`src/rtl/cldr_pkg.sv`:
```
// Shared types and constants for the circular list deque remove block.
package cldr_pkg;

    // Number of cells in the row and the width of one entry.
    localparam int DEPTH = 16;
    localparam int DATA_W = 32;

    // Occupancy must be able to hold DEPTH itself.
    localparam int OCC_W = $clog2(DEPTH + 1);

    // Widths of the result fields and the packed stream words.
    localparam int OP_W = 2;
    localparam int STATUS_W = 2;
    localparam int COUNT_W = 5;
    localparam int IN_BITS = OP_W + DATA_W;
    localparam int IN_TDATA_W = ((IN_BITS + 7) / 8) * 8;
    localparam int OUT_BITS = STATUS_W + DATA_W + COUNT_W;
    localparam int OUT_TDATA_W = ((OUT_BITS + 7) / 8) * 8;

    // Operation codes.
    typedef enum logic [OP_W-1:0] {
        OP_PUSH     = 2'd0,
        OP_POP_HEAD = 2'd1,
        OP_REMOVE   = 2'd2,
        OP_POP_TAIL = 2'd3
    } op_t;

    // Status codes.
    typedef enum logic [STATUS_W-1:0] {
        ST_OK       = 2'd0,
        ST_EMPTY    = 2'd1,
        ST_NOTFOUND = 2'd2,
        ST_FULL     = 2'd3
    } status_t;

    // Control broadcast to every cell of the row.
    typedef struct packed {
        logic              take_prev;  // shift toward the tail (push)
        logic              take_next;  // shift toward the head (pop head)
        logic              remove_go;  // close the gap at the first match
        logic [DATA_W-1:0] key;        // value to compare against
    } cell_ctrl_t;

endpackage

```
`src/rtl/cldr_cell.sv`:
```
// One cell of the list: holds an entry, compares it and shifts with its neighbors.
module cldr_cell
(
    input  logic                          clk,
    input  cldr_pkg::cell_ctrl_t          ctrl,
    input  logic                          valid,
    input  logic                          valid_next,
    input  logic [cldr_pkg::DATA_W-1:0]   prev_data,
    input  logic [cldr_pkg::DATA_W-1:0]   next_data,
    input  logic                          found_in,
    output logic                          found_out,
    output logic [cldr_pkg::DATA_W-1:0]   data,
    output logic [cldr_pkg::DATA_W-1:0]   tail_data
);

    logic [cldr_pkg::DATA_W-1:0] data_reg;
    logic [cldr_pkg::DATA_W-1:0] data_next;
    logic                        match;

    // A match here or in any cell nearer the head passes on toward the tail.
    assign match     = valid && (data_reg == ctrl.key);
    assign found_out = found_in || match;

    // The last held cell offers its entry for a pop at the tail.
    assign tail_data = (valid && !valid_next) ? data_reg : '0;
    assign data      = data_reg;

    // Pick the neighbor to load from, if any.
    always_comb
    begin
        priority if (ctrl.take_prev)
        begin
            data_next = prev_data;
        end
        else if (ctrl.take_next || (ctrl.remove_go && found_out))
        begin
            data_next = next_data;
        end
        else
        begin
            data_next = data_reg;
        end
    end

    // Entry storage; its contents are only read while the cell is valid.
    always_ff @(posedge clk)
    begin
        data_reg <= data_next;
    end

endmodule

```
`src/rtl/circular_list_deque_remove_core.sv`:
```
// Top level of the bounded list: row of cells, occupancy counter and result register.
// A result word is registered and appears in the cycle after its input word is accepted.
// Throughput: one word per cycle while results are drained; every operation is done in a single pass of
// the cell row, where all cells compare and shift in parallel.
// Input is taken whenever the result register is empty or being drained.
// Reset (rst_n low, asynchronous) empties the list and drops any pending result;
// entry contents are not cleared and are never read before they are written.
module circular_list_deque_remove_core
(
    input  logic                               clk,
    input  logic                               rst_n,
    input  logic                               s_tvalid,
    output logic                               s_tready,
    // [1:0] operation, [33:2] value, [39:34] zero
    input  logic [cldr_pkg::IN_TDATA_W-1:0]    s_tdata,
    output logic                               m_tvalid,
    input  logic                               m_tready,
    // [1:0] status, [33:2] removed_value, [38:34] count, [39] zero
    output logic [cldr_pkg::OUT_TDATA_W-1:0]   m_tdata
);

    localparam int D  = cldr_pkg::DEPTH;
    localparam int DW = cldr_pkg::DATA_W;
    localparam int OW = cldr_pkg::OCC_W;

    logic                      accept;
    cldr_pkg::op_t             op;
    logic [DW-1:0]             value;
    logic                      full;
    logic                      empty;
    cldr_pkg::cell_ctrl_t      ctrl;

    logic [OW-1:0]             occ_reg;
    logic [OW-1:0]             occ_next;
    logic                      out_valid_reg;
    logic                      out_valid_next;
    cldr_pkg::status_t         out_status_reg;
    logic [DW-1:0]             out_removed_reg;
    logic [cldr_pkg::COUNT_W-1:0] out_count_reg;

    cldr_pkg::status_t         status;
    logic [DW-1:0]             removed;
    logic [OW+cldr_pkg::COUNT_W-1:0] occ_wide;

    logic [D-1:0]              valid;
    logic [D:0]                valid_ext;
    logic [D:0]                found;
    logic [DW-1:0]             cell_data [D];
    logic [DW-1:0]             cell_tail [D];
    logic [DW-1:0]             tail_value;

    // Handshake and field unpacking.
    assign s_tready = !out_valid_reg || m_tready;
    assign accept   = s_tvalid && s_tready;
    assign op       = cldr_pkg::op_t'(s_tdata[cldr_pkg::OP_W-1:0]);
    assign value    = s_tdata[cldr_pkg::OP_W +: DW];
    assign full     = (occ_reg == OW'(D));
    assign empty    = (occ_reg == '0);

    // Control broadcast to the row.
    always_comb
    begin
        ctrl.take_prev = accept && (op == cldr_pkg::OP_PUSH) && !full;
        ctrl.take_next = accept && (op == cldr_pkg::OP_POP_HEAD) && !empty;
        ctrl.remove_go = accept && (op == cldr_pkg::OP_REMOVE) && !empty;
        ctrl.key       = value;
    end

    // Cells below the occupancy hold entries.
    always_comb
    begin
        for (int i = 0; i < D; i++)
        begin
            valid[i] = (occ_reg > OW'(i));
        end
        valid_ext = {1'b0, valid};
    end

    assign found[0] = 1'b0;

    // The row of cells, head at index zero.
    for (genvar g = 0; g < D; g++)
    begin : g_cell
        logic [DW-1:0] prev_d;
        logic [DW-1:0] next_d;

        if (g == 0)
        begin : g_head
            assign prev_d = value;
        end
        else
        begin : g_body
            assign prev_d = cell_data[g-1];
        end

        if (g == D - 1)
        begin : g_last
            assign next_d = '0;
        end
        else
        begin : g_inner
            assign next_d = cell_data[g+1];
        end

        cldr_cell u_cell
        (
            .clk        (clk),
            .ctrl       (ctrl),
            .valid      (valid[g]),
            .valid_next (valid_ext[g+1]),
            .prev_data  (prev_d),
            .next_data  (next_d),
            .found_in   (found[g]),
            .found_out  (found[g+1]),
            .data       (cell_data[g]),
            .tail_data  (cell_tail[g])
        );
    end

    // Only the tail cell offers a nonzero word, so an OR picks it out.
    always_comb
    begin
        tail_value = '0;
        for (int i = 0; i < D; i++)
        begin
            tail_value = tail_value | cell_tail[i];
        end
    end

    // Result and next occupancy for the operation at the input.
    always_comb
    begin
        status   = cldr_pkg::ST_OK;
        removed  = '0;
        occ_next = occ_reg;
        unique case (op)
            cldr_pkg::OP_PUSH:
            begin
                if (full)
                begin
                    status = cldr_pkg::ST_FULL;
                end
                else
                begin
                    occ_next = occ_reg + OW'(1);
                end
            end
            cldr_pkg::OP_POP_HEAD:
            begin
                if (empty)
                begin
                    status = cldr_pkg::ST_EMPTY;
                end
                else
                begin
                    removed  = cell_data[0];
                    occ_next = occ_reg - OW'(1);
                end
            end
            cldr_pkg::OP_REMOVE:
            begin
                if (empty)
                begin
                    status = cldr_pkg::ST_EMPTY;
                end
                else if (found[D])
                begin
                    removed  = value;
                    occ_next = occ_reg - OW'(1);
                end
                else
                begin
                    status = cldr_pkg::ST_NOTFOUND;
                end
            end
            cldr_pkg::OP_POP_TAIL:
            begin
                if (empty)
                begin
                    status = cldr_pkg::ST_EMPTY;
                end
                else
                begin
                    removed  = tail_value;
                    occ_next = occ_reg - OW'(1);
                end
            end
            default:
            begin
                status = cldr_pkg::ST_OK;
            end
        endcase
    end

    assign occ_wide = {{cldr_pkg::COUNT_W{1'b0}}, occ_next};

    // Output valid flag follows the handshake on both sides.
    always_comb
    begin
        priority if (accept)
        begin
            out_valid_next = 1'b1;
        end
        else if (m_tready)
        begin
            out_valid_next = 1'b0;
        end
        else
        begin
            out_valid_next = out_valid_reg;
        end
    end

    // Control state.
    always_ff @(posedge clk or negedge rst_n)
    begin
        if (!rst_n)
        begin
            occ_reg       <= '0;
            out_valid_reg <= 1'b0;
        end
        else
        begin
            out_valid_reg <= out_valid_next;
            if (accept)
            begin
                occ_reg <= occ_next;
            end
        end
    end

    // Result word register.
    always_ff @(posedge clk)
    begin
        if (accept)
        begin
            out_status_reg  <= status;
            out_removed_reg <= removed;
            out_count_reg   <= occ_wide[cldr_pkg::COUNT_W-1:0];
        end
    end

    assign m_tvalid = out_valid_reg;
    assign m_tdata  = {{(cldr_pkg::OUT_TDATA_W - cldr_pkg::OUT_BITS){1'b0}},
                       out_count_reg, out_removed_reg, out_status_reg};

    // The list never holds more than the row has cells.
    a_occ_bound: assert property (@(posedge clk) disable iff (!rst_n)
        occ_reg <= OW'(D))
        else $error("occupancy beyond depth");

    // A push that is taken into a list with room grows it by one.
    a_push_grow: assert property (@(posedge clk) disable iff (!rst_n)
        (accept && op == cldr_pkg::OP_PUSH && !full)
        |=> (occ_reg == $past(occ_reg) + OW'(1)))
        else $error("push did not grow the list");

    // An empty status always reports an empty list and nothing removed.
    a_empty_result: assert property (@(posedge clk) disable iff (!rst_n)
        (m_tvalid && out_status_reg == cldr_pkg::ST_EMPTY)
        |-> (out_count_reg == '0 && out_removed_reg == '0))
        else $error("empty status with nonzero result");

    // A taken input always leaves a result waiting in the next cycle.
    a_result_follows: assert property (@(posedge clk) disable iff (!rst_n)
        accept |=> m_tvalid)
        else $error("result missing after accepted word");

    // A failed operation leaves the occupancy alone.
    a_fail_hold: assert property (@(posedge clk) disable iff (!rst_n)
        (accept && status != cldr_pkg::ST_OK) |=> $stable(occ_reg))
        else $error("failed operation changed occupancy");

endmodule

```
`config.mk`:
```
export PLATFORM = sky130hd
export DESIGN_NAME = circular_list_deque_remove_core
export DESIGN_NICKNAME = d
export VERILOG_FILES = /design/src/rtl/cldr_pkg.sv /design/src/rtl/cldr_cell.sv /design/src/rtl/circular_list_deque_remove_core.sv
export SDC_FILE = /design/constraint.sdc
export NUM_CORES = 2
export LEC_CHECK = 0
export BUFFER_PORTS_ARGS = -buffer_cell sky130_fd_sc_hd__buf_2
export CORE_UTILIZATION = 55
export DETAILED_ROUTE_END_ITERATION = 8
export PLACE_DENSITY_LB_ADDON = 0.05
export REMOVE_ABC_BUFFERS = 1
export SYNTH_ARGS = -nofsm -noshare
export SYNTH_HDL_FRONTEND = slang
export SYNTH_SLANG_ARGS = --single-unit
```
`constraint.sdc`:
```
create_clock -name clk -period 7.1 [get_ports clk]
set_input_delay 1.065 -clock clk [delete_from_list [all_inputs] [get_ports clk]]
set_output_delay 1.065 -clock clk [all_outputs]
set_load 0.05 [all_outputs]
```
-- Yosys cells after proc, flatten, opt, wreduce, memory -nomap -nowiden
Index checks and enable logic that the tools add are counted.
- register bits: 557
- bits of input ports: 44
- add/sub/neg operators: 2
- magnitude comparators: 16
- equal/unequal tests: 20
- muxes and demuxes: 65
- bitwise operators: 15
- reductions and logical operators: 124
- operator list (cell ; number):
    2-to-1 mux 32 bit ; 52
    equality test 32 bit ; 16
    bitwise OR 32 bit ; 15
    one-hot mux 32 bit (3 select lines) ; 1
    logical AND 1 bit ; 54
    > comparator 5 x 4 -> 1 bit (second input constant) ; 8
    nonzero test 2 bit ; 17
    logical OR 1 bit ; 32
    > comparator 5 x 3 -> 1 bit (second input constant) ; 4
    2-to-1 mux 5 bit ; 4
    logical NOT 1 bit ; 18
    one-hot mux 5 bit (3 select lines) ; 1
    > comparator 5 x 1 -> 1 bit (second input constant) ; 2
    > comparator 5 x 2 -> 1 bit (second input constant) ; 2
    2-to-1 mux 2 bit ; 3
    one-hot mux 2 bit (3 select lines) ; 1
    adder 5 x 1 -> 5 bit (second input constant) ; 1
    equality test 5 bit (second input constant) ; 1
    logical NOT 5 bit ; 1
    subtractor 5 x 1 -> 5 bit (second input constant) ; 1
    equality test 2 bit (second input constant) ; 2
    2-to-1 mux 1 bit ; 3
    equality test 2 x 1 -> 1 bit (second input constant) ; 1
    logical NOT 2 bit ; 1
    OR reduction 2 bit ; 1

-- Longest topological paths before layout
- depth after elaboration: 21
- depth in mapped cells: 14

-- By module
A second synthesis with hierarchy kept.
- cell total of the unflattened synthesis: 2875
- area total of the unflattened synthesis: 34687.0 um2
- by module, submodules not included (module ; instances ; cells each ; area each (um2) ; seq. area each (um2)):
    cldr_cell ; 16 ; 154 ; 1946.9 ; 960.9
    circular_list_deque_remove_core ; 1 ; 411 ; 3537.1 ; 1321.3

-- Worst setup path after synthesis
OpenSTA, ideal clock, no wires.
- kind: input to register
- start: in s_tdata[33] (netlist name)
- end: reg g_cell[15].u_cell.data_reg (netlist bit g_cell[15].u_cell.data[0]) (enable)
- library setup time: 466 ps
- arrival time: 5087 ps
- setup slack: 1548 ps
- stages on the path: 9
- path buffers: 1
- cells stage by stage: buf_2 xor2_1 nor4_2 nand2_1 or4_1 o41a_1 nand4_2 nor2_2 o21ai_0
- longest elaborated chain between the ends: 20
- RTL lines (what ; RTL line ; text):
    start: declaration ; circular_list_deque_remove_core.sv:15 ; input logic [cldr_pkg::IN_TDATA_W-1:0] s_tdata,
    equality test 32 bit ; cldr_cell.sv:21 ; assign match = valid && (data_reg == ctrl.key);
    logical AND 1 bit ; cldr_cell.sv:21 ;
    logical OR 1 bit (14 in a row) ; cldr_cell.sv:22 ; assign found_out = found_in || match;
    logical OR 1 bit (*) ; cldr_cell.sv:22 ;
    logical AND 1 bit (*) ; cldr_cell.sv:35 ; else if (ctrl.take_next || (ctrl.remove_go && found_out))
    logical OR 1 bit (*) ; cldr_cell.sv:35 ;
    nonzero test 2 bit (no source line) (*) ; -- ;
    end signal: assignment ; cldr_cell.sv:48 ; data_reg <= data_next;
    end: declaration ; cldr_cell.sv:16 ; logic [cldr_pkg::DATA_W-1:0] data_reg;
Every way passes the cells marked *; elsewhere a longest branch is shown, timed or not.
A chain may end at the register's enable or synchronous reset.

-- Worst setup path in the final report
- start: reg occ_reg[1]
- end: reg g_cell[14].u_cell.data_reg (netlist bit g_cell[14].u_cell.data[25]) (enable)
- longest elaborated chain between the ends: 19
- RTL lines (what ; RTL line ; text):
    start: declaration ; circular_list_deque_remove_core.sv:33 ; logic [OW-1:0] occ_reg;
    start signal: assignment ; circular_list_deque_remove_core.sv:227 ; occ_reg <= occ_next;
    > comparator 5 x 1 -> 1 bit ; circular_list_deque_remove_core.sv:74 ; valid[i] = (occ_reg > OW'(i));
    logical AND 1 bit ; cldr_cell.sv:21 ;
    logical OR 1 bit (14 in a row) ; cldr_cell.sv:22 ;
    logical AND 1 bit ; cldr_cell.sv:35 ;
    logical OR 1 bit ; cldr_cell.sv:35 ;
    nonzero test 2 bit (no source line) (*) ; -- ;
    end signal: assignment ; cldr_cell.sv:48 ;
    end: declaration ; cldr_cell.sv:16 ;
Marks and branches as above.

==> impl_metrics.sql <==
INSERT INTO impl_metrics (metric_group, metric, value, unit) VALUES
('clock_network', 'tritoncts', 'done', ''),
('power', 'power_frac_clock', '0.315', ''),
('drt', 'routed_wire_length', '146', 'mm'),
('power', 'p_sw_frac', '0.357', ''),
('drt', 'dr.first_iter.drc_count', '5148', ''),
('power', 'fin_total_pwr', '10200', 'uW'),
('timing', 'grt_setup_unrepaired', 'no', ''),
('synth', 'synthArstFlopShare', '0.0108', ''),
('global_route', 'grt_antenna_before_repair', '5', ''),
('place', 'hpwlAfterDp', '102', 'mm'),
('clock_network', 'cts_buffers', '59', ''),
('clock_network', 'clock_path_buffers', '3', ''),
('synth', 'synth-seq-area-share', '0.504', ''),
('setup_path', 'crit_path_top_delay_cell', 'nor3_1', ''),
('synth', 'netlist_instances', '2685', ''),
('synth', 'syn-mean-instance-area', '12.3', 'um2'),
('power', 'internal_power', '6560', 'uW'),
('die', 'num_io_pins', '86', ''),
('setup_path', 'timing.critical_path.to_type', 'flop', ''),
('layout', 'nFillCells', '4691', ''),
('power', 'static_leak', '0.0120', 'uW'),
('timing', 'layout_setup_ws', '1880', 'ps'),
('outcome', 'outcome', 'finished with violations', ''),
('layout', 'multiInputGateArea', '15800', 'um2'),
('setup_path', 'timing.critical_path.max_delay_family', 'simple AND/OR/NAND/NOR gates', ''),
('synth', 'mappedNetlistArea', '33200', 'um2'),
('timing', 'final_setup_violating_endpoints', '0', ''),
('drt', 'antenna_left', '0', ''),
('worst_hold_path', 'hold_path.class', 'primary input to async pin', ''),
('layout', 'post_layout_nonfiller_instances', '3510', ''),
('place', 'place.gp.congestion', '1.15', ''),
('die', 'die_h', '248', 'um'),
('global_route', 'maximum_number_of_pins_on_one_net_before_global_route_repair', '136', ''),
('layout', 'flip_flop_count_of_the_largest_register_all_copies_and_words_added', '512', ''),
('clock_network', 'cts_resized', '0', ''),
('synth', 'leading_cell_type_by_number_of_instances_after_synthesis', 'edfxtp_1', ''),
('timing', 'fin_worst_skew', '23.6', 'ps'),
('setup_path', 'critical_path.startpoint_type', 'flop', ''),
('power', 'power.density_cell_area', '279', 'nW/um2'),
('power', 'power.share.combinational', '0.284', ''),
('drt', 'post-route-drc-count', '14', ''),
('die', 'core_outline_area', '59200', 'um2'),
('timing', 'maxClockFrequency', '0.192', 'GHz'),
('setup_path', 'critPathMaxFanout', '20', ''),
('setup_path', 'timing_worst_setup_path_type', 'flop to flop', ''),
('layout', 'synthToLayoutAreaGrowth', '10.1', '%'),
('global_route', 'grt_use_total', '0.473', ''),
('timing', 'finalCriticalPeriod', '5220', 'ps'),
('setup_path', 'critPathRequiredTime', '7450', 'ps'),
('clock_network', 'cts_hold_buffers', '0', ''),
('setup_path', 'crit_buf_inv', '2', ''),
('die', 'die_width', '248', 'um'),
('power', 'p_switching', '3640', 'uW'),
('layout', 'layout-drive-gt1-share', '0.274', ''),
('clock_network', 'total_setup_buffers_inserted_after_cts', '0', ''),
('layout', 'seqCellArea', '16700', 'um2'),
('timing', 'timing.final.crit_share', '0.735', ''),
('synth', 'synth_flop_cell', 'edfxtp_1', ''),
('setup_path', 'cp_data_arrival_time', '5570', 'ps'),
('synth', 'synth_cell_types', '59', ''),
('timing', 'finalSetupTns', '0', 'ps'),
('timing', 'finalHoldViolations', '0', ''),
('global_route', 'wire_length_of_the_first_global_routing_pass', '198', 'mm'),
('timing', 'worst_pin_slew', '1210', 'ps'),
('run', 'maxCapViolations', '0', ''),
('synth', 'post_synth_most_frequent_cells', 'edfxtp_1, mux2_2, xnor2_1, xor2_1, nand2_1', ''),
('outcome', 'failed_checks', 'design-rule violations', ''),
('synth', 'yosys_register_bits', '557', ''),
('drt', 'detail_route.wl_per_cell', '41.5', 'um'),
('clock_network', 'cts-root-buf', 'clkbuf_16', ''),
('setup_path', 'cpPeakStageDelay', '760', 'ps');
[cell usage in the layout, fill, tap and decap left out, drive strengths merged, types with 25 or more instances in the layout]
cell type  netlist  final
mux2           480    480
nand2          185    185
xnor2          320    320
edfxtp         551    551
nand4          148    148
clkbuf         112     74
xor2           195    195
clkinv           2     29
buf             89    141
o21ai           97     97
mux2i           37     37
a222oi          54     54
nor2            55     55
a221oi          38     38
nor3            25     25
and3            37     37
nand3           34     34
a21oi           27     27
nor4            68     68
[final cells by class]
type,count,area share
Clock buffer,74,0.0442
Antenna cell,2,0.000137
Tap cell,773,0.0265
Timing Repair Buffer,141,0.0278
Sequential cell,557,0.457
Clock inverter,36,0.00932
Multi-Input combinational cell,1919,0.434
Inverter,8,0.000891
[routing by layer]
layer / up-vias / global-route usage / share of wire
met4: 8 / 0.254 / 0.070
li1: 10300 / - / -
met3: 487 / 0.154 / 0.15
met5: - / 0 / 0.00047
met2: 2271 / 0.681 / 0.42
met1: 12900 / 0.633 / 0.37
[stage by stage]
| stage | utilization | cell area, um2 | hold WS, ps |
|---|---|---|---|
| floorplan | - | 32300 | 597 |
| CTS | 0.616 | 36500 | 248 |
| global placement | 0.583 | 34600 | 509 |
| finish | 0.616 | 36500 | 253 |
| detailed placement | 0.583 | 34600 | 544 |
| global route | 0.616 | 36500 | 255 |
[logic make-up (layout without fill, tap and decap cells)]
group / Yosys count / in the layout / share of synthesized area
AND/OR/NAND/NOR: 584 / 584 / 0.0915
flip-flops: 557 / 557 / 0.504
multiplexers: 517 / 517 / 0.174
XOR/XNOR: 515 / 515 / 0.136
AO/OA/AOI/OAI: 296 / 296 / 0.0650
buffers and inverters: 209 / 259 / 0.0273
adder cells (fa/ha/maj): 6 / 6 / 0.00226
other: 1 / 3 / 0.000113
[final timing paths]
path                                        start                                   end  slack [ps]  cells past startpoint
setup / recovery           occ_reg[1]$_DFFE_PN0P_  g_cell[14].u_cell.data[25]$_DFFE_PP_        1880                     11
hold / removal                              rst_n                occ_reg[1]$_DFFE_PN0P_         250                      1
setup reg to reg           occ_reg[1]$_DFFE_PN0P_  g_cell[14].u_cell.data[25]$_DFFE_PP_        1880                     11
hold reg to reg              m_tvalid$_DFFE_PN0P_                  m_tvalid$_DFFE_PN0P_         550                      2
max in group asynchronous                   rst_n                occ_reg[2]$_DFFE_PN0P_        6690                      1
min in group clk             m_tvalid$_DFFE_PN0P_                  m_tvalid$_DFFE_PN0P_         550                      2
[power groups by stage]
stage	Combinational, uW	Sequential (uW)	Clock, uW
finish	2900	4080	3210
global route	2910	4100	3320
CTS	2770	4070	3210
detailed placement	2760	4140	0
global placement	2740	4130	0
floorplan	1450	4210	0
(Power assumes the default switching activity.)
